**src/rtl/tesw_pkg.sv**
```systemverilog
// Shared types and constants for the tar entry stream walker.
// No dependencies; imported by every module of the block.
package tesw_pkg;

  localparam int SIZE_DIGITS_DEF   = 11;
  localparam int NAME_LIMIT_DEF    = 99;
  localparam int INDEX_BITS_DEF    = 16;
  localparam int POSITION_BITS_DEF = 40;

  localparam int BLOCK_BYTES = 512;
  localparam int SIZE_START  = 124;

  localparam int BYTE_W   = 8;
  localparam int OFFS_W   = 9;
  localparam int SIZE_W   = 33;
  localparam int REMAIN_W = 34;
  localparam int IDX_W    = 16;
  localparam int OFFSET_W = 40;
  localparam int CFG_IDX_W = 2;
  localparam int CFG_DAT_W = 16;

  // configuration register indexes
  localparam logic [CFG_IDX_W-1:0] CFG_ARCHIVE_PRESENT = 2'd0;
  localparam logic [CFG_IDX_W-1:0] CFG_LIST_ALL        = 2'd1;
  localparam logic [CFG_IDX_W-1:0] CFG_TARGET_INDEX    = 2'd2;

  // result kinds
  localparam logic [1:0] KIND_NAME  = 2'd0;
  localparam logic [1:0] KIND_ENTRY = 2'd1;
  localparam logic [1:0] KIND_END   = 2'd2;

  localparam logic [BYTE_W-1:0] CHR_NUL   = 8'h00;
  localparam logic [BYTE_W-1:0] CHR_SPACE = 8'h20;
  localparam logic [BYTE_W-1:0] CHR_ZERO  = 8'h30;
  localparam logic [BYTE_W-1:0] CHR_SEVEN = 8'h37;

  typedef struct packed {
    logic [1:0]          kind;
    logic [BYTE_W-1:0]   name_char;
    logic [IDX_W-1:0]    entry_index;
    logic [SIZE_W-1:0]   entry_size;
    logic [OFFSET_W-1:0] data_offset;
    logic                size_error;
    logic                found;
  } res_t;

endpackage

```
**src/rtl/tesw_in_reg.sv**
```systemverilog
// Input request register of the tar walker.
// Depends on tesw_pkg for field widths.
module tesw_in_reg (
  input  logic                       clk,
  input  logic                       rst_n,
  input  logic                       in_valid,
  output logic                       in_ready,
  input  logic [tesw_pkg::BYTE_W-1:0] in_archive_byte,
  input  logic                       in_start_req,
  input  logic                       adv,
  output logic                       item_valid,
  output logic [tesw_pkg::BYTE_W-1:0] item_byte,
  output logic                       item_start
);
  import tesw_pkg::*;

  logic              valid_r;
  logic [BYTE_W-1:0] byte_r;
  logic              start_r;

  assign in_ready = !valid_r || adv;

  always_ff @(posedge clk) begin
    if (!rst_n) begin
      valid_r <= 1'b0;
    end else if (in_ready) begin
      valid_r <= in_valid;
    end
  end

  always_ff @(posedge clk) begin
    if (in_ready && in_valid) begin
      byte_r  <= in_archive_byte;
      start_r <= in_start_req;
    end
  end

  assign item_valid = valid_r;
  assign item_byte  = byte_r;
  assign item_start = start_r;

endmodule

```
**src/rtl/tesw_core.sv**
```systemverilog
// Walker state, configuration registers and per-byte update logic.
// Depends on tesw_pkg for widths, codes and the result struct.
module tesw_core #(
  parameter int SIZE_DIGITS   = tesw_pkg::SIZE_DIGITS_DEF,
  parameter int NAME_LIMIT    = tesw_pkg::NAME_LIMIT_DEF,
  parameter int INDEX_BITS    = tesw_pkg::INDEX_BITS_DEF,
  parameter int POSITION_BITS = tesw_pkg::POSITION_BITS_DEF
) (
  input  logic                          clk,
  input  logic                          rst_n,
  input  logic                          cfg_we,
  input  logic [tesw_pkg::CFG_IDX_W-1:0] cfg_index,
  input  logic [tesw_pkg::CFG_DAT_W-1:0] cfg_data,
  input  logic                          adv,
  input  logic [tesw_pkg::BYTE_W-1:0]   item_byte,
  input  logic                          item_start,
  output logic                          res_valid,
  output tesw_pkg::res_t                res
);
  import tesw_pkg::*;

  localparam logic [1:0] PH_HEADER = 2'd0;
  localparam logic [1:0] PH_DATA   = 2'd1;
  localparam logic [1:0] PH_ENDED  = 2'd2;

  localparam int CMP_W = (INDEX_BITS > IDX_W) ? INDEX_BITS : IDX_W;
  localparam int PW    = (POSITION_BITS > OFFSET_W) ? POSITION_BITS : OFFSET_W;
  localparam logic [OFFS_W-1:0] NAME_END  = OFFS_W'(NAME_LIMIT);
  localparam logic [OFFS_W-1:0] SIZE_BEG  = OFFS_W'(SIZE_START);
  localparam logic [OFFS_W-1:0] SIZE_LAST = OFFS_W'(SIZE_START + SIZE_DIGITS - 1);
  localparam logic [OFFS_W-1:0] LAST_OFFS = OFFS_W'(BLOCK_BYTES - 1);

  // configuration
  logic              present_r;
  logic              list_all_r;
  logic [IDX_W-1:0]  target_r;

  // walk state
  logic [1:0]               phase_r, phase_nxt, phase_c;
  logic [OFFS_W-1:0]        boff_r, boff_nxt, boff_c;
  logic [REMAIN_W-1:0]      drem_r, drem_nxt, drem_c, drem_dec;
  logic [SIZE_W-1:0]        sacc_r, sacc_nxt, sacc_c;
  logic                     sstop_r, sstop_nxt, sstop_c;
  logic                     sbad_r, sbad_nxt, sbad_c;
  logic                     nstop_r, nstop_nxt, nstop_c;
  logic [INDEX_BITS-1:0]    ecnt_r, ecnt_nxt, ecnt_c;
  logic [POSITION_BITS-1:0] pos_r, pos_nxt, pos_c, pos_inc;
  logic                     tseen_r, tseen_nxt, tseen_c;

  logic [CMP_W-1:0]    ecnt_ext, target_ext;
  logic [PW-1:0]       pos_ext;
  logic                is_target, selected;
  logic [SIZE_W-1:0]   digit;
  logic [SIZE_W+2:0]   full;
  logic                octal;
  logic [REMAIN_W-1:0] rounded;
  logic                res_vld_c;
  res_t                res_c;

  // a start request restarts from a cleared walk
  assign phase_c = item_start ? PH_HEADER : phase_r;
  assign boff_c  = item_start ? '0 : boff_r;
  assign drem_c  = item_start ? '0 : drem_r;
  assign sacc_c  = item_start ? '0 : sacc_r;
  assign sstop_c = item_start ? 1'b0 : sstop_r;
  assign sbad_c  = item_start ? 1'b0 : sbad_r;
  assign nstop_c = item_start ? 1'b0 : nstop_r;
  assign ecnt_c  = item_start ? '0 : ecnt_r;
  assign pos_c   = item_start ? '0 : pos_r;
  assign tseen_c = item_start ? 1'b0 : tseen_r;

  assign ecnt_ext   = CMP_W'(ecnt_c);
  assign target_ext = CMP_W'(target_r);
  assign is_target  = (ecnt_ext == target_ext);
  assign selected   = list_all_r || is_target;

  assign pos_inc  = pos_c + POSITION_BITS'(1);
  assign pos_ext  = PW'(pos_inc);
  assign drem_dec = drem_c - REMAIN_W'(1);

  // digit wraps like (char - '0') mod 2^33
  assign digit = SIZE_W'(item_byte) - SIZE_W'(CHR_ZERO);
  assign full  = {sacc_c, 3'b000} + (SIZE_W+3)'(digit);
  assign octal = item_byte inside {[CHR_ZERO:CHR_SEVEN]};

  // data length rounded up to whole blocks
  assign rounded = (REMAIN_W'(sacc_c) + REMAIN_W'(BLOCK_BYTES - 1))
                 & ~REMAIN_W'(BLOCK_BYTES - 1);

  always_comb begin
    phase_nxt = phase_c;
    boff_nxt  = boff_c;
    drem_nxt  = drem_c;
    sacc_nxt  = sacc_c;
    sstop_nxt = sstop_c;
    sbad_nxt  = sbad_c;
    nstop_nxt = nstop_c;
    ecnt_nxt  = ecnt_c;
    pos_nxt   = pos_c;
    tseen_nxt = tseen_c;
    res_vld_c = 1'b0;
    res_c     = '0;

    if (item_start && !present_r) begin
      phase_nxt  = PH_ENDED;
      res_vld_c  = 1'b1;
      res_c.kind = KIND_END;
    end else if (present_r) begin
      case (phase_c)
        PH_DATA: begin
          pos_nxt  = pos_inc;
          drem_nxt = drem_dec;
          if (drem_dec == '0) begin
            phase_nxt = PH_HEADER;
            boff_nxt  = '0;
          end
        end
        PH_HEADER: begin
          if (boff_c == '0 && item_byte == CHR_NUL) begin
            // NUL first header byte: end of archive
            phase_nxt         = PH_ENDED;
            res_vld_c         = 1'b1;
            res_c.kind        = KIND_END;
            res_c.entry_index = ecnt_ext[IDX_W-1:0];
            res_c.found       = tseen_c;
          end else begin
            if (boff_c < NAME_END && !nstop_c) begin
              if (item_byte == CHR_NUL) begin
                nstop_nxt = 1'b1;
              end else if (selected) begin
                res_vld_c         = 1'b1;
                res_c.kind        = KIND_NAME;
                res_c.name_char   = item_byte;
                res_c.entry_index = ecnt_ext[IDX_W-1:0];
              end
            end
            if ((boff_c inside {[SIZE_BEG:SIZE_LAST]}) && !sstop_c) begin
              if (item_byte inside {CHR_NUL, CHR_SPACE}) begin
                sstop_nxt = 1'b1;
              end else begin
                if (!octal || full[SIZE_W+2:SIZE_W] != 3'b000) begin
                  sbad_nxt = 1'b1;
                end
                sacc_nxt = full[SIZE_W-1:0];
              end
            end
            pos_nxt = pos_inc;
            if (boff_c == LAST_OFFS) begin
              if (selected) begin
                res_vld_c         = 1'b1;
                res_c.kind        = KIND_ENTRY;
                res_c.name_char   = '0;
                res_c.entry_index = ecnt_ext[IDX_W-1:0];
                res_c.entry_size  = sacc_c;
                res_c.data_offset = pos_ext[OFFSET_W-1:0];
                res_c.size_error  = sbad_c;
              end
              if (is_target) begin
                tseen_nxt = 1'b1;
              end
              ecnt_nxt  = ecnt_c + INDEX_BITS'(1);
              drem_nxt  = rounded;
              phase_nxt = (rounded != '0) ? PH_DATA : PH_HEADER;
              boff_nxt  = '0;
              sacc_nxt  = '0;
              sstop_nxt = 1'b0;
              sbad_nxt  = 1'b0;
              nstop_nxt = 1'b0;
            end else begin
              boff_nxt = boff_c + OFFS_W'(1);
            end
          end
        end
        default: begin
          // ended: bytes are dropped until the next start
        end
      endcase
    end
  end

  always_ff @(posedge clk) begin
    if (!rst_n) begin
      present_r  <= 1'b0;
      list_all_r <= 1'b1;
      target_r   <= '0;
    end else if (cfg_we) begin
      case (cfg_index)
        CFG_ARCHIVE_PRESENT: present_r  <= cfg_data[0];
        CFG_LIST_ALL:        list_all_r <= cfg_data[0];
        CFG_TARGET_INDEX:    target_r   <= cfg_data[IDX_W-1:0];
        default: begin
        end
      endcase
    end
  end

  always_ff @(posedge clk) begin
    if (!rst_n) begin
      phase_r <= PH_HEADER;
      boff_r  <= '0;
      drem_r  <= '0;
      sacc_r  <= '0;
      sstop_r <= 1'b0;
      sbad_r  <= 1'b0;
      nstop_r <= 1'b0;
      ecnt_r  <= '0;
      pos_r   <= '0;
      tseen_r <= 1'b0;
    end else if (adv) begin
      phase_r <= phase_nxt;
      boff_r  <= boff_nxt;
      drem_r  <= drem_nxt;
      sacc_r  <= sacc_nxt;
      sstop_r <= sstop_nxt;
      sbad_r  <= sbad_nxt;
      nstop_r <= nstop_nxt;
      ecnt_r  <= ecnt_nxt;
      pos_r   <= pos_nxt;
      tseen_r <= tseen_nxt;
    end
  end

  assign res_valid = res_vld_c;
  assign res       = res_c;

endmodule

```
**src/rtl/tesw_out_reg.sv**
```systemverilog
// Result register of the tar walker; holds one result until taken.
// Depends on tesw_pkg for the result struct.
module tesw_out_reg (
  input  logic           clk,
  input  logic           rst_n,
  input  logic           adv,
  input  logic           res_valid,
  input  tesw_pkg::res_t res,
  output logic           slot_free,
  output logic           out_valid,
  input  logic           out_ready,
  output tesw_pkg::res_t out_res
);
  import tesw_pkg::*;

  logic valid_r;
  res_t res_r;

  assign slot_free = !valid_r || out_ready;

  always_ff @(posedge clk) begin
    if (!rst_n) begin
      valid_r <= 1'b0;
    end else if (adv) begin
      valid_r <= res_valid;
    end else if (out_ready) begin
      valid_r <= 1'b0;
    end
  end

  always_ff @(posedge clk) begin
    if (adv && res_valid) begin
      res_r <= res;
    end
  end

  assign out_valid = valid_r;
  assign out_res   = res_r;

endmodule

```
**src/rtl/tar_entry_stream_walker_unit.sv**
```systemverilog
// Top level of the tar entry stream walker.
// Depends on tesw_pkg, tesw_in_reg, tesw_core and tesw_out_reg.
//
// Walks a tar archive fed one byte per request and reports name bytes,
// entry completions (index, octal size, data offset, size error) and the
// end of the archive. One byte is taken every cycle unless the result side
// stalls: the whole per-byte update of the walk counters and the size
// accumulator is one pass of logic between the input register and the result
// register, so the block sustains one request per clock when not stalled; a
// result passes the input register, then the result register, to out_valid.
// A byte causes at most one result. When the result register is full and
// out_ready is low the input side stalls; otherwise bytes that produce no
// result pass straight through. No clearing pass is needed after reset.
// Configuration writes land at once and must be made while the block is idle.
module tar_entry_stream_walker_unit #(
  parameter int SIZE_DIGITS   = tesw_pkg::SIZE_DIGITS_DEF,
  parameter int NAME_LIMIT    = tesw_pkg::NAME_LIMIT_DEF,
  parameter int INDEX_BITS    = tesw_pkg::INDEX_BITS_DEF,
  parameter int POSITION_BITS = tesw_pkg::POSITION_BITS_DEF
) (
  input  logic                            clk,
  input  logic                            rst_n,
  // configuration write port
  input  logic                            cfg_we,
  input  logic [tesw_pkg::CFG_IDX_W-1:0]  cfg_index,
  input  logic [tesw_pkg::CFG_DAT_W-1:0]  cfg_data,
  // archive byte requests
  input  logic                            in_valid,
  output logic                            in_ready,
  input  logic [tesw_pkg::BYTE_W-1:0]     in_archive_byte,
  input  logic                            in_start_req,
  // result requests
  output logic                            out_valid,
  input  logic                            out_ready,
  output logic [1:0]                      out_kind,
  output logic [tesw_pkg::BYTE_W-1:0]     out_name_char,
  output logic [tesw_pkg::IDX_W-1:0]      out_entry_index,
  output logic [tesw_pkg::SIZE_W-1:0]     out_entry_size,
  output logic [tesw_pkg::OFFSET_W-1:0]   out_data_offset,
  output logic                            out_size_error,
  output logic                            out_found
);
  import tesw_pkg::*;

  logic              item_valid;
  logic [BYTE_W-1:0] item_byte;
  logic              item_start;
  logic              slot_free;
  logic              adv;
  logic              res_valid;
  res_t              res;
  res_t              out_res;

  // the registered byte moves on when the result slot can take its outcome
  assign adv = item_valid && slot_free;

  tesw_in_reg u_in_reg (
    .clk            (clk),
    .rst_n          (rst_n),
    .in_valid       (in_valid),
    .in_ready       (in_ready),
    .in_archive_byte(in_archive_byte),
    .in_start_req   (in_start_req),
    .adv            (adv),
    .item_valid     (item_valid),
    .item_byte      (item_byte),
    .item_start     (item_start)
  );

  tesw_core #(
    .SIZE_DIGITS  (SIZE_DIGITS),
    .NAME_LIMIT   (NAME_LIMIT),
    .INDEX_BITS   (INDEX_BITS),
    .POSITION_BITS(POSITION_BITS)
  ) u_core (
    .clk       (clk),
    .rst_n     (rst_n),
    .cfg_we    (cfg_we),
    .cfg_index (cfg_index),
    .cfg_data  (cfg_data),
    .adv       (adv),
    .item_byte (item_byte),
    .item_start(item_start),
    .res_valid (res_valid),
    .res       (res)
  );

  tesw_out_reg u_out_reg (
    .clk      (clk),
    .rst_n    (rst_n),
    .adv      (adv),
    .res_valid(res_valid),
    .res      (res),
    .slot_free(slot_free),
    .out_valid(out_valid),
    .out_ready(out_ready),
    .out_res  (out_res)
  );

  assign out_kind        = out_res.kind;
  assign out_name_char   = out_res.name_char;
  assign out_entry_index = out_res.entry_index;
  assign out_entry_size  = out_res.entry_size;
  assign out_data_offset = out_res.data_offset;
  assign out_size_error  = out_res.size_error;
  assign out_found       = out_res.found;

endmodule
```
**config.mk**
```make
export PLATFORM = sky130hd
export DESIGN_NAME = tar_entry_stream_walker_unit
export DESIGN_NICKNAME = d
export VERILOG_FILES = /design/src/rtl/tesw_pkg.sv /design/src/rtl/tesw_in_reg.sv /design/src/rtl/tesw_core.sv /design/src/rtl/tesw_out_reg.sv /design/src/rtl/tar_entry_stream_walker_unit.sv
export SDC_FILE = /design/constraint.sdc
export NUM_CORES = 1
export LEC_CHECK = 0
export BUFFER_PORTS_ARGS = -buffer_cell sky130_fd_sc_hd__clkbuf_2
export CORE_MARGIN = 2
export CORE_UTILIZATION = 45
export CTS_BUF_LIST = sky130_fd_sc_hd__clkbuf_4 sky130_fd_sc_hd__clkbuf_8
export DETAILED_ROUTE_END_ITERATION = 10
export GPL_TIMING_DRIVEN = 0
export HOLD_SLACK_MARGIN = 0.08
export PLACE_DENSITY = 0.69
export RECOVER_POWER = 50
export SETUP_SLACK_MARGIN = 0.1
export SYNTH_ARGS = -nofsm -noshare
export SYNTH_HDL_FRONTEND = slang
export SYNTH_SLANG_ARGS = --single-unit
```
**constraint.sdc**
```tcl
create_clock -name clk -period 19.26 [get_ports clk]
set_clock_uncertainty 0.05 [all_clocks]
set_input_delay 0.963 -clock clk [delete_from_list [all_inputs] [get_ports clk]]
set_output_delay 0.963 -clock clk [all_outputs]
set_load 0.05 [all_outputs]
```
# Word level (Yosys, flattened, before mapping)
# Index checks and enable logic that the tools add are counted.
# totals
reg_bits,268
inputBits,32
output_inout_bits,103
word_cells,178
# op_classes
addsub,7
magnitude_cmp,5
n_eq_ne,6
n_mux,95
n_bitwise,5
reduce_logical,35
# ops
op,count
33-bit 2-to-1 mux,8
101-bit 2-to-1 mux,2
100-bit 2-to-1 mux,2
34-bit 2-to-1 mux,5
40-bit 2-to-1 mux,4
16-bit 2-to-1 mux,7
40-bit one-hot mux with 2 select lines,1
74-bit 2-to-1 mux,1
34-bit one-hot mux with 2 select lines,1
9-bit 2-to-1 mux,6
26-bit 2-to-1 mux,2
1-bit 2-to-1 mux,45
40-bit by 1-bit adder with 40-bit output (second input constant),1
36-bit by 33-bit adder with 36-bit output,1
33-bit by 9-bit adder with 34-bit output (second input constant),1
34-bit zero test,1
34-bit nonzero test,1
34-bit by 1-bit subtractor with 34-bit output (second input constant),1
24-bit 2-to-1 mux,1
9-bit one-hot mux with 2 select lines,1
16-bit by 1-bit adder with 16-bit output (second input constant),1
16-bit equality test,1
2-bit 2-to-1 mux,7
9-bit by 1-bit adder with 9-bit output (second input constant),1
other kinds (25),51

# Longest topological paths before layout
# logic_depth
word_depth,13
mapped_depth,22
depth_no_buf,14

# Modules after synthesis
# Synthesis repeated with hierarchy kept, for this count alone.
# unflattened
cells_unflattened,2250
hier_area_um2,17749.5
# by_module_without_submodules
mod,n_inst,cells_per_inst,area_each_um2,seq_area_each_um2
tesw_core,1,2129,14331.2,3123.0
tesw_out_reg,1,106,3084.2,3052.9
tesw_in_reg,1,14,327.8,290.3
tar_entry_stream_walker_unit,1,1,6.3,0.0

# Least setup slack after synthesis
# No wires, ideal clock.
# synth_path
path_type,register -> register
startpoint,reg u_in_reg.start_r (netlist: u_in_reg.item_start)
endpoint,"reg u_out_reg.res_r, in the netlist u_out_reg.out_res[0] (enable)"
setup_ns,0.564
t_arrival_ns,7.747
required_ns,18.646
setup_slack_ns,10.899
stages_incl_launch_ff,19
path_buffers,8
period_less_slack_ns,8.361
path_cell_list,edfxtp_1 > clkbuf_1 > inv_1 > buf_2 > buf_2 > buf_1 > buf_1 > clkbuf_1 > clkbuf_1 > nand2_1 > inv_1 > ha_1 > nand4_1 > nor2_1 > ha_1 > clkbuf_1 > o21bai_1 > a41oi_1 > nor2_1
# synth_between
elab_chain_len,13
elab_cells_between_ends,24
cone_classes,1 x order compare; 2 x eq/ne; 13 x mux; 8 x reduce/logical
# synth_lines
item,line,text
start: declaration,tesw_in_reg.sv:19,logic start_r;
start signal: assignment,tesw_in_reg.sv:34,start_r <= in_start_req;
branches (longest 11 deep; another with 9-bit by 7-bit < comparator with 1-bit output),-,
1-bit 2-to-1 mux (*),tesw_core.sv:104,if (item_start && !present_r) begin
1-bit logical AND (*),tesw_out_reg.sv:32,if (adv && res_valid) begin
end signal: assignment,tesw_out_reg.sv:33,res_r <= res;
end: declaration,tesw_out_reg.sv:17,res_t res_r;
# Every way passes the cells marked *.
# A chain may end at the register's enable or synchronous reset.

# Worst setup path after layout
# layout_path
startpoint,reg u_in_reg.start_r (netlist: u_in_reg.item_start)
endpoint,"reg u_out_reg.res_r, in the netlist u_out_reg.out_res[47] (enable)"
# Same word-level chain as after synthesis.

==> summary.txt <==
Worst setup path
  • Worst setup SP type: flop
  • Arr. time, crit path: 11430 ps
  • Kind of critical path: reg2reg
  • Most common cell on crit path: clkbuf_1
  • Reg2reg end: u_out_reg.out_res[47]
  • Largest delay share family, worst path: buffers and inverters
  • Worst r2r src: u_in_reg.item_start
  • Worst setup EP type: flop
  • WP data required: 19530 ps
  • CP Launch Point: u_in_reg.item_start
  • WP buf/inv: 12
  • Max stage delay on crit path: 1460 ps
  • CP max-delay cell: clkbuf_1
  • Worst Path Max Fanout: 38
  • FF-to-FF path depth: 20
  • Cells along the critical path: clkbuf_1 -> inv_1 -> clkbuf_1 -> clkbuf_1 -> clkbuf_1 -> clkbuf_1 -> clkbuf_1 -> clkbuf_1 -> nand2_1 -> inv_1 -> ha_1 -> nand4_1 -> nor2_1 -> ha_1 -> clkbuf_1 -> o21bai_1 -> a41oi_1 -> nor2_1 -> clkbuf_1 -> buf_12
  • R2R setup slack: 8110 ps

Final layout
  • Commonest cells after routing, fill and taps aside: nor2_1 (263), clkbuf_1 (235), nand2_1 (219)
  • Footprint of the multi-input gates: 0.009663 mm2
  • Layout Nets: 2336
  • Layout area overhead: 13.33%
  • Fill count: 3638
  • Non-filler instance count after layout: 2797
  • Share of layout cells above drive strength 1: 7.137%
  • Commonest non-fill, non-tap cell in the layout: nor2_1
  • Register Area: 0.006466 mm2

Clock tree
  • Post-CTS Setup Repair Bufs: 0
  • CTS Hold Bufs: 0
  • Num CTS Buffers: 48
  • Clock slew at reported path FFs: 60 ps
  • Buffer depth of the longest clock path: 3
  • Worst skew pair latency: 660 ps
  • Clock Root Buffer: clkbuf_8
  • CTS sink count: 268
  • CTS tree: built
  • Depth of the CTS H-tree: 2
  • PostCTS Resize Cnt: 0

Timing
  • Tcrit/Tclk final: 57.92%
  • Tmin final: 11150 ps
  • Setup slack after layout: 8105 ps
  • Worst-Margin Slew: 2145 ps
  • Fmax: 89.65 MHz
  • Setup Viol. Count Final: 0
  • RSZ-0062 raised after global routing: no
  • Slew headroom: -43.99%
  • Final setup TNS: 0 ps
  • Final Max Tran Viols: 68
  • Final Hold Violating Endpoints: 0

Global route
  • Total track usage: 38.51%
  • Initial antenna violation count: 2
  • First-pass GRT wire length: 111400 um
  • GR Overflow Total: 0
  • Vias in the first global route: 17010
  • Maximum number of pins on one net before global-route repair: 39

Placement
  • Placed Cells: 2706
  • GP Congestion: 0.9985
  • DP HPWL: 55580 um
  • IO Port Bufs: 133
  • Post-place setup slack: 10650 ps

Yosys
  • Post-Synth XOR/XNOR Area: 5.393%
  • Register area share after synthesis: 38.29%
  • Number of flops mapped to enable cells by yosys: 110
  • Post-synthesis simple-gate area fraction: 28.21%
  • Avg Inst Size Synth: 8.042 um2
  • Synthesis Warnings: 0
  • Syn Inst Count: 2100
  • FF+latch count, synth: 268
  • Post-synthesis compound-gate area fraction: 21.31%
  • Post-synthesis mux area share: 1.222%
  • Yosys top cell area share: 19.56%
  • Synthesized cell area: 0.01689 mm2
  • Adder-Cell Fraction of Synth Area: 1.230%
  • Most common flop cell mapped by yosys: dfxtp_1
  • Fraction of registers with async set/reset: 0%
  • Post-synth top area cell: edfxtp_1
  • Synth top area cells: edfxtp_1 (20%), dfxtp_1 (19%), nor2_1 (5.8%)
  • Largest family of logic cells by synthesized area: simple AND/OR/NAND/NOR gates
  • Syn nets: 2148
  • Unique cell type count in the Yosys netlist: 88

Floorplan
  • Initial Util: 45.91%
  • Die width: 197.7 um
  • Area of the core: 0.03679 mm2
  • Die Ht: 197.7 um
  • I/O Pins: 135
  • Row count: 70
  • Die Area: 0.03910 mm2

Routing
  • Drt first pass iters: 8
  • DRT Wirelength: 76340 um
  • Vias per cell: 6.679
  • Routed wire length per instance: 27.29 um
  • Drt initial violations: 2793
  • Vias after detailed routing: 18680
  • Residual DRC count: 0
  • DRT antenna net count: 0

Min path
  • Hold path start: u_core.sacc_r[0]
  • Hold crit path type: reg2reg
  • Hold EP: u_core.sacc_r[0]
  • WHS Path Cells: 2

Job
  • Max-cap violations: 4

Power
  • Power density cells: 73.39 mW/mm2
  • Power Total: 1.405 mW
  • Leakage Power: 6.189 nW
  • Maximum vdd drop: 44.82 uV

Status
  • Status: complete, but fails checks
  • Violated checks: max-capacitance violations, max-slew violations
## synthesized netlist by cell type (7+ instances only)
| library cell | count |
|---|---|
| nand2_1 | 219 |
| o32ai_1 | 11 |
| nor4b_1 | 7 |
| xor2_1 | 21 |
| o31ai_1 | 16 |
| o21ai_0 | 143 |
| ha_1 | 15 |
| nand4_1 | 43 |
| nand3_1 | 71 |
| o22ai_1 | 16 |
| buf_2 | 15 |
| nor4_1 | 42 |
| o211ai_1 | 11 |
| or2_2 | 7 |
| and3_1 | 31 |
| a41oi_1 | 10 |
| o21a_1 | 13 |
| nor2b_1 | 45 |
| or4_1 | 19 |
| mux2i_1 | 15 |
| inv_1 | 26 |
| nor2_1 | 263 |
| a31oi_1 | 38 |
| and2_1 | 44 |
| edfxtp_1 | 110 |
| buf_1 | 16 |
| nor4bb_1 | 9 |
| nand3b_1 | 19 |
| a22oi_1 | 39 |
| nor3_1 | 53 |
| a22o_1 | 8 |
| or3_1 | 22 |
| a21oi_1 | 150 |
| a21o_1 | 13 |
| clkbuf_1 | 122 |
| xnor2_1 | 83 |
| a211oi_1 | 15 |
| nand2b_1 | 9 |
| dfxtp_1 | 158 |
## routing by layer
metal  part of all wire [%]  track usage (%)  vias up
met4                    5.7            19.94        0
li1                       -                -     8116
met2                     40            54.50     1376
met5                      0                0        -
met1                     42            54.08     8914
met3                     13            9.470      274
## worst register-to-register path: stages, from the launching register on
cell and delay, ps:
edfxtp_1 650, clkbuf_1 540, inv_1 200, clkbuf_1 810, clkbuf_1 750, clkbuf_1 800
clkbuf_1 750, clkbuf_1 820, clkbuf_1 740, nand2_1 190, inv_1 90, ha_1 270
nand4_1 190, nor2_1 170, ha_1 190, clkbuf_1 430, o21bai_1 230, a41oi_1 150
nor2_1 970, clkbuf_1 1470, buf_12 350
## where the power goes
part,switching [mW],internal (mW)
combinational,0.135,0.0350
clock,0.265,0.359
sequential,0.00755,0.603
total,0.407,0.997
## logic make-up after synthesis
logic type / after synthesis
fa+ha+maj: 16
simple gates: 943
xor+xnor: 104
compound gates: 565
mux: 20
flops: 268
buf+inv: 184
## area by class of cell
cell class,count,share of cell area (%)
Multi-Input combinational cell,1648,50.49
Sequential cell,268,33.78
Clock buffer,72,4.589
Buffer,157,3.282
Timing Repair Buffer,138,3.144
Tap cell,468,3.059
Clock inverter,16,1.085
Inverter,27,0.5295
Antenna cell,3,0.03922
## worst max-delay path by stage
stage | endpoint | depth (start not counted) | slack, ps
floorplan | u_out_reg.out_res[0] | 18 | 10900
global placement | u_out_reg.out_res[56] | 18 | 5680
detailed placement | u_core.sacc_r[29] | 17 | 10650
CTS | u_core.sacc_r[29] | 17 | 10600
global route | u_out_reg.out_res[47] | 20 | 8010
finish | u_out_reg.out_res[47] | 20 | 8110
## state kept, by name, summed over array words and instances (netlist names)
| register | cells |
|---|---|
| u_core.pos_r | 40 |
| u_out_reg.out_valid | 1 |
| u_out_reg.out_res | 101 |
| u_core.sstop_r | 1 |
| u_core.sbad_r | 1 |
| u_core.boff_r | 9 |
| u_in_reg.item_valid | 1 |
| u_core.drem_r | 34 |
| u_core.phase_r | 2 |
| u_core.ecnt_r | 16 |
| u_core.tseen_r | 1 |
| u_in_reg.item_start | 1 |
| u_in_reg.item_byte | 8 |
| u_core.present_r | 1 |
| u_core.list_all_r | 1 |
| u_core.nstop_r | 1 |
| u_core.sacc_r | 33 |
| u_core.target_ext | 16 |
## stage by stage
step	hold slack [ps]	utilization (%)	instance area [um2]
finish	418.6	52.03	19140
global route	445.4	52.01	19130
CTS	414.1	52.54	19330
detailed placement	407.8	49.59	18240
global placement	410.1	49.31	18140
floorplan	388.2	-	16890
No activity file was read; power rests on OpenSTA's default activity.
